<file path="config.mk">
export PLATFORM = sky130hd
export DESIGN_NAME = fault_supervisor
export DESIGN_NICKNAME = d
export VERILOG_FILES = /design/src/hw/rtl/fs_pkg.sv /design/src/hw/rtl/fs_front.sv /design/src/hw/rtl/fs_back.sv /design/src/hw/rtl/fault_supervisor.sv
export VERILOG_INCLUDE_DIRS = /design/src /design/src/hw/rtl
export SDC_FILE = /design/constraint.sdc
export NUM_CORES = 1
export LEC_CHECK = 0
export BUFFER_PORTS_ARGS = -buffer_cell sky130_fd_sc_hd__buf_2
export CORE_MARGIN = 3
export CORE_UTILIZATION = 55
export CTS_BUF_LIST = sky130_fd_sc_hd__clkbuf_8
export DETAILED_ROUTE_END_ITERATION = 8
export GPL_TIMING_DRIVEN = 0
export PLACE_DENSITY_LB_ADDON = 0.05
export SKIP_CTS_REPAIR_TIMING = 1
export SYNTH_ARGS = -nofsm -noshare
export SYNTH_HDL_FRONTEND = slang
export SYNTH_HIERARCHICAL = 1
export SYNTH_SLANG_ARGS = --single-unit
</file>
<file path="constraint.sdc">
create_clock -name clk_i -period 3.3 [get_ports clk_i]
set_clock_uncertainty 0.1 [all_clocks]
set_input_delay 0.33 -clock clk_i [delete_from_list [all_inputs] [get_ports clk_i]]
set_output_delay 0.33 -clock clk_i [all_outputs]
set_load 0.02 [all_outputs]
</file>
<file path="src/hw/rtl/assert_macros.svh">
// Assertion macros shared by the fault supervisor RTL.
`ifndef ASSERT_MACROS_SVH
`define ASSERT_MACROS_SVH
`ifndef SYNTH
// Same-cycle implication, checked out of reset.
`define ASSERT_IMPLY(label, pre, post) \
  label: assert property (@(posedge clk_i) disable iff (!rst_ni) (pre) |-> (post)) \
    else $error("assertion failed");
// Next-cycle implication, checked out of reset.
`define ASSERT_NEXT(label, pre, post) \
  label: assert property (@(posedge clk_i) disable iff (!rst_ni) (pre) |=> (post)) \
    else $error("assertion failed");
`else
`define ASSERT_IMPLY(label, pre, post)
`define ASSERT_NEXT(label, pre, post)
`endif
`endif

</file>
<file path="src/hw/rtl/fs_pkg.sv">
// Types and constants of the fault supervisor.
package fs_pkg;

  localparam int NumFaults  = 4;
  localparam int ChanW      = 2;
  localparam int DetW       = 4;
  localparam int KindW      = 3;
  localparam int TickWidth  = 16;
  localparam int CountWidth = 16;
  localparam int ChanCntW   = 3;
  localparam int CfgIdxW    = 3;
  localparam int CfgDataW   = 16;
  localparam int QDepth     = 2;
  localparam int QCntW      = 2;

  localparam logic [CountWidth-1:0] CountMax = {CountWidth{1'b1}};

  // item kinds
  localparam logic [KindW-1:0] KindPoll     = 3'd0;
  localparam logic [KindW-1:0] KindTick     = 3'd1;
  localparam logic [KindW-1:0] KindClear    = 3'd2;
  localparam logic [KindW-1:0] KindClrHist  = 3'd3;
  localparam logic [KindW-1:0] KindClrAll   = 3'd4;

  // channel modes
  localparam logic [1:0] ModeIdle       = 2'd0;
  localparam logic [1:0] ModeActive     = 2'd1;
  localparam logic [1:0] ModeRecovering = 2'd2;

  // register indexes
  localparam logic [CfgIdxW-1:0] CfgChannelCount = 3'd0;
  localparam logic [CfgIdxW-1:0] CfgRecovery0    = 3'd1;

  typedef struct packed {
    logic [KindW-1:0] kind;
    logic [DetW-1:0]  detect_bits;
    logic [ChanW-1:0] channel;
  } fs_in_t;

  typedef struct packed {
    logic [DetW-1:0]  active_flags;
    logic [DetW-1:0]  history_flags;
    logic [DetW-1:0]  fault_events;
    logic [DetW-1:0]  recover_events;
    logic             clear_refused;
    logic             any_active;
    logic             any_history;
    logic [1:0]       channel_status;
    logic [15:0]      channel_triggers;
  } fs_out_t;

  // classified item, as queued between front and back
  typedef struct packed {
    logic             poll;
    logic             tick;
    logic             clr;
    logic             clr_hist;
    logic             clr_all;
    logic [DetW-1:0]  detect_bits;
    logic [ChanW-1:0] channel;
  } fs_cmd_t;

  typedef struct packed {
    logic [NumFaults-1:0]                live_mask;
    logic [NumFaults-1:0][TickWidth-1:0] recovery_ticks;
  } fs_cfg_t;

endpackage

</file>
<file path="src/hw/rtl/fs_front.sv">
// Front end: accepts items, classifies the kind, queues the commands.
`include "assert_macros.svh"

module fs_front (
  input  logic           clk_i,
  input  logic           rst_ni,
  input  logic           in_valid_i,
  output logic           in_stall_o,
  input  fs_pkg::fs_in_t in_data_i,
  output logic           cmd_valid_o,
  output fs_pkg::fs_cmd_t cmd_o,
  input  logic           cmd_pop_i
);

  fs_pkg::fs_cmd_t                 q_mem_q [fs_pkg::QDepth];
  logic                            wr_ptr_q, wr_ptr_d;
  logic                            rd_ptr_q, rd_ptr_d;
  logic [fs_pkg::QCntW-1:0]        q_cnt_q, q_cnt_d;
  logic                            push, pop;
  fs_pkg::fs_cmd_t                 cmd_new;

  always_comb begin
    cmd_new             = '0;
    cmd_new.detect_bits = in_data_i.detect_bits;
    cmd_new.channel     = in_data_i.channel;
    case (in_data_i.kind)
      fs_pkg::KindPoll:    cmd_new.poll     = 1'b1;
      fs_pkg::KindTick:    cmd_new.tick     = 1'b1;
      fs_pkg::KindClear:   cmd_new.clr      = 1'b1;
      fs_pkg::KindClrHist: cmd_new.clr_hist = 1'b1;
      fs_pkg::KindClrAll:  cmd_new.clr_all  = 1'b1;
      default:             cmd_new.poll     = 1'b0; // unknown kind: readback only
    endcase
  end

  assign in_stall_o  = (q_cnt_q == fs_pkg::QCntW'(fs_pkg::QDepth));
  assign push        = in_valid_i && !in_stall_o;
  assign cmd_valid_o = (q_cnt_q != '0);
  assign pop         = cmd_pop_i && cmd_valid_o;
  assign cmd_o       = q_mem_q[rd_ptr_q];

  always_comb begin
    wr_ptr_d = push ? ~wr_ptr_q : wr_ptr_q;
    rd_ptr_d = pop ? ~rd_ptr_q : rd_ptr_q;
    q_cnt_d  = q_cnt_q;
    if (push && !pop) begin
      q_cnt_d = q_cnt_q + 2'd1;
    end else if (pop && !push) begin
      q_cnt_d = q_cnt_q - 2'd1;
    end
  end

  always_ff @(posedge clk_i or negedge rst_ni) begin
    if (!rst_ni) begin
      wr_ptr_q <= 1'b0;
      rd_ptr_q <= 1'b0;
      q_cnt_q  <= '0;
    end else begin
      wr_ptr_q <= wr_ptr_d;
      rd_ptr_q <= rd_ptr_d;
      q_cnt_q  <= q_cnt_d;
    end
  end

  always_ff @(posedge clk_i) begin
    if (push) begin
      q_mem_q[wr_ptr_q] <= cmd_new;
    end
  end

  `ASSERT_IMPLY(a_q_cnt_bound, 1'b1, q_cnt_q <= fs_pkg::QCntW'(fs_pkg::QDepth))
  `ASSERT_NEXT(a_q_push_grows, push && !pop, q_cnt_q == $past(q_cnt_q) + 2'd1)
  `ASSERT_NEXT(a_q_pop_shrinks, pop && !push, q_cnt_q == $past(q_cnt_q) - 2'd1)

endmodule

</file>
<file path="src/hw/rtl/fs_back.sv">
// Back end: channel state, command execution and result register.
`include "assert_macros.svh"

module fs_back (
  input  logic            clk_i,
  input  logic            rst_ni,
  input  fs_pkg::fs_cfg_t cfg_i,
  input  logic            cmd_valid_i,
  input  fs_pkg::fs_cmd_t cmd_i,
  output logic            cmd_pop_o,
  output logic            out_valid_o,
  input  logic            out_stall_i,
  output fs_pkg::fs_out_t out_data_o
);

  logic [fs_pkg::NumFaults-1:0][1:0]                     mode_q, mode_d;
  logic [fs_pkg::NumFaults-1:0][fs_pkg::TickWidth-1:0]   cool_q, cool_d;
  logic [fs_pkg::NumFaults-1:0][fs_pkg::CountWidth-1:0]  trig_q, trig_d;
  logic [fs_pkg::NumFaults-1:0]                          hist_q, hist_d;
  logic [fs_pkg::NumFaults-1:0]                          act_d;
  logic [fs_pkg::NumFaults-1:0]                          fault_ev, recover_ev;
  logic                                                  refused;
  logic                                                  out_valid_q;
  fs_pkg::fs_out_t                                       out_q, out_d;
  logic                                                  pop;

  assign pop       = cmd_valid_i && (!out_valid_q || !out_stall_i);
  assign cmd_pop_o = pop;

  always_comb begin
    mode_d     = mode_q;
    cool_d     = cool_q;
    trig_d     = trig_q;
    hist_d     = hist_q;
    fault_ev   = '0;
    recover_ev = '0;
    refused    = 1'b0;
    for (int i = 0; i < fs_pkg::NumFaults; i++) begin
      if (cfg_i.live_mask[i]) begin
        if (cmd_i.poll) begin
          case (mode_q[i])
            fs_pkg::ModeIdle: begin
              if (cmd_i.detect_bits[i]) begin
                if (trig_q[i] != fs_pkg::CountMax) begin
                  trig_d[i] = trig_q[i] + 1'b1;
                end
                hist_d[i]   = 1'b1;
                fault_ev[i] = 1'b1;
                if (cfg_i.recovery_ticks[i] != '0) begin
                  cool_d[i] = cfg_i.recovery_ticks[i];
                  mode_d[i] = fs_pkg::ModeRecovering;
                end else begin
                  mode_d[i] = fs_pkg::ModeActive;
                end
              end
            end
            fs_pkg::ModeRecovering: begin
              if (cool_q[i] == '0) begin
                if (cmd_i.detect_bits[i]) begin
                  cool_d[i] = cfg_i.recovery_ticks[i];
                end else begin
                  mode_d[i]     = fs_pkg::ModeIdle;
                  recover_ev[i] = 1'b1;
                end
              end
            end
            default: mode_d[i] = mode_q[i];
          endcase
        end
        if (cmd_i.tick && mode_q[i] == fs_pkg::ModeRecovering && cool_q[i] != '0) begin
          cool_d[i] = cool_q[i] - 1'b1;
        end
        if (cmd_i.clr && cmd_i.channel == fs_pkg::ChanW'(i)
            && mode_q[i] == fs_pkg::ModeActive) begin
          if (!cmd_i.detect_bits[i]) begin
            mode_d[i]     = fs_pkg::ModeIdle;
            recover_ev[i] = 1'b1;
          end else begin
            refused = 1'b1;
          end
        end
        if (cmd_i.clr_hist && cmd_i.channel == fs_pkg::ChanW'(i)) begin
          hist_d[i] = 1'b0;
        end
      end
    end
    if (cmd_i.clr_all) begin
      hist_d = '0;
    end
    for (int i = 0; i < fs_pkg::NumFaults; i++) begin
      act_d[i] = (mode_d[i] != fs_pkg::ModeIdle);
    end
  end

  always_comb begin
    out_d                  = '0;
    out_d.active_flags     = act_d;
    out_d.history_flags    = hist_d;
    out_d.fault_events     = fault_ev;
    out_d.recover_events   = recover_ev;
    out_d.clear_refused    = refused;
    out_d.any_active       = |act_d;
    out_d.any_history      = |hist_d;
    out_d.channel_status   = mode_d[cmd_i.channel];
    out_d.channel_triggers = trig_d[cmd_i.channel][15:0];
  end

  always_ff @(posedge clk_i or negedge rst_ni) begin
    if (!rst_ni) begin
      mode_q      <= '0;
      cool_q      <= '0;
      trig_q      <= '0;
      hist_q      <= '0;
      out_valid_q <= 1'b0;
    end else begin
      if (pop) begin
        mode_q <= mode_d;
        cool_q <= cool_d;
        trig_q <= trig_d;
        hist_q <= hist_d;
      end
      if (pop) begin
        out_valid_q <= 1'b1;
      end else if (!out_stall_i) begin
        out_valid_q <= 1'b0;
      end
    end
  end

  always_ff @(posedge clk_i) begin
    if (pop) begin
      out_q <= out_d;
    end
  end

  assign out_valid_o = out_valid_q;
  assign out_data_o  = out_q;

  `ASSERT_IMPLY(a_fault_only_on_poll, pop && !cmd_i.poll, fault_ev == '0)
  `ASSERT_IMPLY(a_events_disjoint, pop, (fault_ev & recover_ev) == '0)
  `ASSERT_IMPLY(a_refuse_only_on_clear, pop && refused, cmd_i.clr && recover_ev == '0)

endmodule

</file>
<file path="src/hw/rtl/fault_supervisor.sv">
// Top level of the fault supervisor: config registers, front end, back end.
//
// Usage:
//   Items enter on in_valid_i/in_data_i (kind, detect_bits, channel) and are
//   taken on a clock edge with in_valid_i high and in_stall_o low. Each item
//   yields exactly one result on out_valid_o/out_data_o, transferred on an
//   edge with out_valid_o high and out_stall_i low.
//   Path: a taken item is written into the command queue; the back end then
//   moves it into the result register when that register is empty or drains.
//   Throughput: one item per cycle while in_stall_o is low. Poll and tick
//   items update all live channels in parallel; Clear and ClrHist items only the addressed one.
//   Receiver stall: the result register holds, the two-entry command queue
//   absorbs up to two more items, then in_stall_o goes high.
//   Config: cfg_valid_i/cfg_index_i/cfg_data_i; cfg_ready_o is always high.
//   Index 0 is channel_count, 1..4 are recovery_ticks of channels 0..3.
//   Write config only while no item is in flight.
//   Reset: all channels idle, counts and masks zero, config zero, queue empty.
`include "assert_macros.svh"

module fault_supervisor (
  input  logic                        clk_i,
  input  logic                        rst_ni,
  input  logic                        in_valid_i,
  output logic                        in_stall_o,
  input  fs_pkg::fs_in_t              in_data_i,
  output logic                        out_valid_o,
  input  logic                        out_stall_i,
  output fs_pkg::fs_out_t             out_data_o,
  input  logic                        cfg_valid_i,
  output logic                        cfg_ready_o,
  input  logic [fs_pkg::CfgIdxW-1:0]  cfg_index_i,
  input  logic [fs_pkg::CfgDataW-1:0] cfg_data_i
);

  // config registers
  logic [fs_pkg::ChanCntW-1:0]                          chan_cnt_q;
  logic [fs_pkg::NumFaults-1:0][fs_pkg::TickWidth-1:0]  ticks_q;
  fs_pkg::fs_cfg_t                                      cfg;
  logic                                                 cfg_wr;

  // front/back link
  logic            cmd_valid;
  logic            cmd_pop;
  fs_pkg::fs_cmd_t cmd;

  assign cfg_ready_o = 1'b1;
  assign cfg_wr      = cfg_valid_i && cfg_ready_o;

  always_ff @(posedge clk_i or negedge rst_ni) begin
    if (!rst_ni) begin
      chan_cnt_q <= '0;
      ticks_q    <= '0;
    end else if (cfg_wr) begin
      if (cfg_index_i == fs_pkg::CfgChannelCount) begin
        chan_cnt_q <= cfg_data_i[fs_pkg::ChanCntW-1:0];
      end
      for (int i = 0; i < fs_pkg::NumFaults; i++) begin
        if (cfg_index_i == fs_pkg::CfgRecovery0 + fs_pkg::CfgIdxW'(i)) begin
          ticks_q[i] <= cfg_data_i[fs_pkg::TickWidth-1:0];
        end
      end
    end
  end

  // A count above the channel total simply enables every channel.
  always_comb begin
    cfg.recovery_ticks = ticks_q;
    for (int i = 0; i < fs_pkg::NumFaults; i++) begin
      cfg.live_mask[i] = (chan_cnt_q > fs_pkg::ChanCntW'(i));
    end
  end

  fs_front u_front (
    .clk_i       (clk_i),
    .rst_ni      (rst_ni),
    .in_valid_i  (in_valid_i),
    .in_stall_o  (in_stall_o),
    .in_data_i   (in_data_i),
    .cmd_valid_o (cmd_valid),
    .cmd_o       (cmd),
    .cmd_pop_i   (cmd_pop)
  );

  fs_back u_back (
    .clk_i       (clk_i),
    .rst_ni      (rst_ni),
    .cfg_i       (cfg),
    .cmd_valid_i (cmd_valid),
    .cmd_i       (cmd),
    .cmd_pop_o   (cmd_pop),
    .out_valid_o (out_valid_o),
    .out_stall_i (out_stall_i),
    .out_data_o  (out_data_o)
  );

  // status summaries must agree with the masks they summarize
  `ASSERT_IMPLY(a_any_active, out_valid_o, out_data_o.any_active == |out_data_o.active_flags)
  `ASSERT_IMPLY(a_any_hist, out_valid_o, out_data_o.any_history == |out_data_o.history_flags)
  `ASSERT_IMPLY(a_pop_needs_cmd, cmd_pop, cmd_valid)

endmodule
</file>
Yosys cells after proc, flatten, opt, wreduce, memory -nomap -nowiden. Memories as Yosys holds them, arrays and structs flattened. Cells that the tools add are included.

Flip-flop bits (word level): 249. Bits in writable memories: 22. Bits of input ports: 33. Output and inout port bits: 40. Memories kept: 1.

Add/sub/neg operators: 10. Order comparisons: 5. Equal/unequal tests: 41. Muxes and demuxes: 159. Bitwise operators: 2. Reduce and logical (&&, ||, !) cells: 79.

Memory list: u_front.q_mem_q (words 2, bits a word 11, rd ports 1, clocked after Yosys merged registers in 0, wr ports 1, RTL line fs_front.sv:15) `fs_pkg::fs_cmd_t q_mem_q [fs_pkg::QDepth];`.

Operators with widths (number): two-way mux 16 bit (45); case mux 16 bit (2 select lines) (4); nonzero test 16 bit (8); two-way mux 2 bit (35); two-way mux 1 bit (68); adder 16 x 1 -> 16 bit (second input constant) (4); logical NOT 16 bit (4); != test 16 bit (second input constant) (4); subtractor 16 x 1 -> 16 bit (second input constant) (4); binary-select mux 16 bit (select 2 bit) (1); AND reduction 8 bit (4); logical AND 1 bit (25); != test 3 x 1 -> 1 bit (second input constant) (8); != test 3 x 2 -> 1 bit (second input constant) (8); nonzero test 2 bit (10); case mux 2 bit (2 select lines) (4); equality test 2 bit (second input constant) (7); equality test 3 x 2 -> 1 bit (second input constant) (4); AND reduction 3 bit (4); nonzero test 3 bit (4); equality test 2 x 1 -> 1 bit (second input constant) (5); logical NOT 2 bit (5); AND reduction 2 bit (5); OR reduction 4 bit (2); 14 further kinds (24).

Depth between registers and ports, before layout. Gate-level depths: netlist of the first run. An unclocked memory read counts as a cell.

Depth in word-level cells: 15. Mapped depth: 11. Mapped depth without buffers: 8.

By module. The synthesis of the first run kept the hierarchy.

Modules (own cells, without submodules): fs_back (instances 1, cells an instance 1238, area an instance 11076.9 µm², sequential area each 4639.4 µm²); fault_supervisor (instances 1, cells an instance 152, area an instance 2736.4 µm², sequential area each 1676.6 µm²); fs_front (instances 1, cells an instance 58, area an instance 1073.5 µm², sequential area each 760.7 µm²).

Worst setup path before layout of the first run. OpenSTA, ideal clock, no wires.

Kind: register to register. Start point: register u_front/q_cnt_q[0] (netlist name). End point: register u_front/q_cnt_q[1] (netlist name). Setup time: 0.079 ns. Data arrival time: 3.140 ns. Data required time: 3.121 ns. Path slack: -0.019 ns. Stages on the path, launching flop included: 11. Buffers on the path: 2. Cell sequence: dfrtp_1 -> or2_4 -> a21bo_2 -> inv_1 -> clkbuf_1 -> buf_1 -> nand2_4 -> ha_1 -> xor2_1 -> nor2_1 -> xor2_1.

Word-level cells in the longest chain between the ends: 6. Elaborated cells on any way between the ends: 15.

RTL lines: start, declared (RTL line fs_front.sv:18) `logic [fs_pkg::QCntW-1:0] q_cnt_q, q_cnt_d;`; start signal, assigned (RTL line fs_front.sv:61) `q_cnt_q <= q_cnt_d;`; nonzero test 2 bit * (RTL line fs_front.sv:38) `assign cmd_valid_o = (q_cnt_q != '0);`; net cmd_valid (RTL line fault_supervisor.sv:42) `logic cmd_valid;`; logical AND 1 bit * (RTL line fs_back.sv:27) `assign pop = cmd_valid_i && (!out_valid_q || !out_stall_i);`; net cmd_pop (RTL line fault_supervisor.sv:43) `logic cmd_pop;`; logical AND 1 bit * (RTL line fs_front.sv:39) `assign pop = cmd_pop_i && cmd_valid_o;`; logical NOT 1 bit (RTL line fs_front.sv:46) `if (push && !pop) begin`; logical AND 1 bit (RTL line fs_front.sv:46); two-way mux 2 bit / nonzero test 2 bit (equally long branches).

Mark *: on every way through the listed nets, which the timed path passes. The rest lies on a longest branch. The select of a mux whose other input is x is not followed. A chain may end at the register's enable or synchronous reset.

==> results of run 1 <==
## worst max-delay path by stage
stage | from | to | slack (ns) | depth (start not counted)
2_1_floorplan | u_front/q_cnt_q[0] | u_front/q_cnt_q[1] | 0.08 | 10
3_3_place_gp | rst_ni | u_front/q_cnt_q[1] | -2.00 | 1
3_5_place_dp | u_front/q_cnt_q[0] | u_front/q_cnt_q[1] | -0.15 | 10
4_1_cts | u_front/q_cnt_q[0] | u_front/q_cnt_q[1] | -0.20 | 11
5_1_grt | u_back/cool_q[0] | u_back/out_data_o[19] | -0.006 | 7
6_report | u_front/rd_ptr_q | u_back/out_data_o[16] | 0.10 | 8
## flip-flops by register name (all words and copies together) (netlist names), 2 cells and up
| register | cells |
|---|---|
| cfg | 64 |
| u_front/q_mem_q | 22 |
| u_front/q_cnt_q | 2 |
| chan_cnt_q | 3 |
| u_back/cool_q | 64 |
| u_back/mode_q | 8 |
| u_back/trig_q | 64 |
| u_back/hist_q | 4 |
| u_back/out_data_o | 37 |
## power by group
part           switching (uW)  leakage (uW)  internal [uW]
Combinational            2940       0.00326           1740
Clock                    1430      0.000554           1740
Sequential                857       0.00320           4440
## cells in the final DEF (no fill, tap or decap), types with 13 or more instances in the layout
cell type / synthesis / final
dfrtp_1: 212 / 212
nand2_1: 139 / 139
nor2_1: 117 / 117
buf_2: 14 / 85
o21ai_0: 66 / 66
edfxtp_1: 59 / 59
clkbuf_8: 0 / 57
inv_1: 46 / 56
nor3_1: 54 / 53
nand3_1: 48 / 48
xor2_1: 48 / 48
a21oi_1: 46 / 46
mux2_2: 45 / 45
nand4_1: 45 / 45
xnor2_1: 41 / 41
mux2_4: 39 / 39
nor4_1: 40 / 39
clkbuf_1: 33 / 30
a31oi_1: 20 / 20
nand2b_1: 18 / 18
and3_1: 15 / 15
o221a_2: 15 / 15
or3_1: 14 / 14
clkinv_2: 0 / 14
a22oi_1: 14 / 14
ha_1: 13 / 13
## metal layers
layer | vias to the layer above | share of wire, % | global-route usage, %
met1 | 6125 | 46 | 44.6
li1 | 5707 | - | -
met3 | 82 | 7.6 | 5.06
met5 | - | 0 | 0
met2 | 524 | 44 | 41.9
met4 | 0 | 2.6 | 8.50
## critical path: stages (launching register included)
cell,delay (ns)
dfrtp_1,0.42
buf_8,0.19
mux2_4,0.36
or2_2,0.28
clkbuf_1,0.30
or3_1,0.48
o21ai_0,0.18
o22ai_1,0.15
or3_1,0.47
## area by class of cell
class	instances	area [sq um]
Tap cell	335	419
Buffer	58	324
Multi-Input combinational cell	1072	7360
Fill cell	2168	9490
Clock buffer	57	785
Inverter	47	176
Timing Repair Buffer	85	531
Clock inverter	33	201
Sequential cell	271	7080
## logic make-up after synthesis
group,synth area share [%]
simple gates,21.1
mux,8.08
compound gates,13.6
buf+inv,3.29
fa+ha+maj,1.09
flops,47.5
xor+xnor,5.24
other cells,0.0252
## stage by stage
step           setup slack [ns]  area (sq um)  hold WS, ns  util, %  setup TNS [ns]
3_5_place_dp             -0.150         15700        0.356     59.6          -0.284
6_report                  0.105         16900       0.0144     64.0               0
4_1_cts                  -0.195         16700       -0.265     63.4          -0.400
3_3_place_gp              -2.00         15700        0.357     59.5         -462.81
5_1_grt                -0.00604         16900    0.0000566     64.0        -0.00604
2_1_floorplan            0.0840         14900      -0.0656        -               0
==> summary.txt, run 1 <==
Status - finished clean
Synth-to-layout area growth - 13.3%
Max Clk Rate - 0.313 GHz
CTS max path bufs - 3
R2R Path End - u_back/out_data_o[16]
IO Port Bufs - 71
DR WL/cell - 21.6 microns
Synth Flop Type - dfrtp_1
Vias in the first global route - 11.7k
Detailed placer's ending HPWL - 30.1 mm
CTS Buf Count - 48
Hold crit path type - in -> reg
ANT cells - 0
Synth Instances - 1,448
Cell with the most instances after synthesis - dfrtp_1
First-pass GRT wire length - 66.1 mm
Worst-Margin Slew - 1.11 ns
Ports - 73
Post-DRT Antenna Nets - 0
Core area - 26,400 sq um
Clock Latency Late Sink - 0.58 ns
Post-synthesis sequential area ratio - 47.5%
Ranking of synthesized cells by area - dfrtp_1, edfxtp_1, mux2_4
Total number of vias - 12.4k
Slew HR - 25.4%
Pins Over Slew Limit - 0
Ys async rst share - 78.2%
Rows - 59
Crit. End Element - flip-flop
Depth of the most critical reg-to-reg path - 8
Fin crit period - 3.20 ns
Largest net degree at the start of global routing - 112
Setup CP Type - reg -> reg
Arr. time, crit path - 3.39 ns
Top-area cell type share of the netlist area - 35.6%
Final WL - 42.4 mm
Syn_area_per_cell - 10.3 sq um
# setup viols final - 0
Total grt overflow - 0
Synth cell types - 94
Mapped Nets - 1,494
Post-synth top area cell - dfrtp_1
Final Cycle Share - 96.8%
Total Power - 13,100 uW
Initial Utilization - 56.5%
Max Cap Violations - 0
First-iteration detailed-routing DRC count - 1,536
Reg-to-reg slack, setup - 0.10 ns
CP startpoint kind - flip-flop
Detailed Routing Iterations Pass 1 - 5
Worst Path Max Fanout - 10
WP data required - 3.50 ns
GRT Total Usage - 28.9%
# placed instances - 1,856
# clock sinks - 271
CTS tree - done
Post-synth EDFFs - 59
Post-synthesis cell area - 14,900 sq um
Via density per instance - 6.35
Endpoints failing hold - 0
Clk root buf - clkbuf_8
R2r startpoint - u_front/rd_ptr_q
PD cells - 779 nW/um^2
Die Outline Area - 29,100 sq um
Hold Crit Depth - 2
Synth cell count leaders - dfrtp_1, nand2_1, nor2_1
VDD IR-drop max - 0.564 mV
Layout cells sized above 1 - 19.6%
H-tree Lvls - 2
Final std cells w/o fill - 1,958
#FFs+latches synth - 271
Final #Nets - 1,629
Worst Hold Path EP - cfg[63]
Hold wc startpoint - cfg_data_i[15]
DRC - 0
Yosys warning count - 6
Antenna violations before repair - 0
RD Place Congestion - 0.955
Worst-path clk slew - 0.07 ns
Leak - 0.00701 uW
Die Span Y - 171 microns
Width of the die - 171 microns
(Power assumes the default switching activity.)
==> run 2: changes to the inputs <==
- CTS_BUF_LIST: sky130_fd_sc_hd__clkbuf_8 -> sky130_fd_sc_hd__clkbuf_4 sky130_fd_sc_hd__clkbuf_8
==> run 2 against run 1 <==
Compared with the run above: via count about the same; sequential power hardly changed; hold slack better by 0.0070 ns; core utilization increased by 0.14 points; maximum frequency is 0.95% higher; highest routed layer unchanged.
==> summary.txt, run 2 (synthesis gave the netlist of run 1 again) <==
Max Cap Violations - 0
Die Span Y - 171 microns
Final WS setup - 0.135 ns
Max Clk Rate - 0.316 GHz
Slew HR - 28.6%
Worst hold slack - 0.0214 ns
Hold crit path type - in -> reg
Commonest non-fill, non-tap cell in the layout - dfrtp_1
Largest net degree at the start of global routing - 112
PD cells - 785 nW/um^2
CP Cell Sequence - buf_8, mux2_4, or2_2, clkbuf_1, or3_1, o21ai_0, o22ai_1, or3_1
Layout cells sized above 1 - 20.2%
VDD IR-drop max - 0.561 mV
Leak - 0.00700 uW
IO Port Bufs - 71
CTS Buf Count - 48
# clock sinks - 271
Reg-to-reg slack, setup - 0.14 ns
Total grt overflow - 0
Post-place setup slack - -0.150 ns
DRC - 0
Antenna violations before repair - 0
CP delay by family, top - simple AND/OR/NAND/NOR gates
CP startpoint kind - flip-flop
ANT cells - 0
Slowest stage delay, CP - 0.48 ns
Worst-Margin Slew - 1.06 ns
Met1 Track Usage GR - 44.8%
Clock Latency Late Sink - 0.58 ns
Setup CP Type - reg -> reg
Most frequent cells in the layout - dfrtp_1, nand2_1, nor2_1, buf_2, o21ai_0
Met2 Resource Use GR - 41.8%
H-tree Lvls - 2
Worst-path clk slew - 0.07 ns
Pins Over Slew Limit - 0
DR WL/cell - 21.7 microns
Endpoints failing hold - 0
Rows - 59
Final Cycle Share - 95.9%
Cell mode on critical path - or3_1
RD Place Congestion - 0.955
Final #Nets - 1,629
Synth-to-layout area growth - 13.6%
CTS tree - done
# setup viols final - 0
Final WL - 42.4 mm
Status - finished clean
Placed cell areas - 15,700 sq um
Gr busiest metal - met1
Detailed placer's ending HPWL - 30.1 mm
Total number of vias - 12.4k
CTS max path bufs - 3
Crit. End Element - flip-flop
Worst Path Max Fanout - 10
Ports - 73
Detailed Routing Iterations Pass 1 - 5
Initial Utilization - 56.5%
WP data required - 3.50 ns
Post-DRT Antenna Nets - 0
Global Route met3 Usage - 5.04%
Die Outline Area - 29,100 sq um
Fin crit period - 3.16 ns
Vias in the first global route - 11.7k
GRT Total Usage - 28.9%
First-pass GRT wire length - 66.2 mm
Worst Path Buf+Inv - 2
Width of the die - 171 microns
Arr. time, crit path - 3.36 ns
Core area - 26,400 sq um
First-iteration detailed-routing DRC count - 1,386
Slowest cell on crit path - or3_1
Clk root buf - clkbuf_8
Via density per instance - 6.35
Fin area - 16,900 sq um
## run 2: cell count changes in the layout (fill, tap and decap cells not counted)
cell and change:
clkbuf_4 +10, inv_1 -10
## run 2: power breakdown
group / internal [uW] / total, uW / leakage, uW / switching [uW]
clock network: 1850 / 3280 / 0.000547 / 1430
registers: 4440 / 5290 / 0.00320 / 857
logic: 1740 / 4700 / 0.00326 / 2960
total: 8030 / 13300 / 0.00700 / 5240
## run 2: routing by layer
metal  wire, microns  vias up
met2           18300      515
li1                -     5718
met5               0        -
met3            3330       83
met1           19700     6116
met4            1120        0
## run 2: final timing paths
check,from,to,depth (start not counted)
hold reg to reg,u_back/hist_q[3],u_back/hist_q[3],2
max in group asynchronous,rst_ni,u_back/trig_q[11],3
setup / recovery,u_front/rd_ptr_q,u_back/out_data_o[16],8
min in group asynchronous,rst_ni,u_back/cool_q[17],2
hold / removal,cfg_data_i[15],cfg[63],2
setup reg to reg,u_front/rd_ptr_q,u_back/out_data_o[16],8
## run 2: through the flow
stage	TNS, ns	cells	utilization (%)	total power (uW)
3_3_place_gp	-462.81	1854	59.5	9770
6_report	0	1958	64.2	13300
5_1_grt	-0.00541	1958	64.2	14000
4_1_cts	-0.402	1946	63.5	13200
2_1_floorplan	0	1448	-	8290
3_5_place_dp	-0.284	1856	59.6	9870
## run 2: cell type report
class / instances / area, sq um
fill: 2172 / 9450
inverter: 47 / 176
tap: 335 / 419
multi-input combinational: 1072 / 7360
buffer: 58 / 324
clock buffer: 67 / 860
timing repair buffer: 85 / 531
sequential: 271 / 7080
clock inverter: 23 / 164
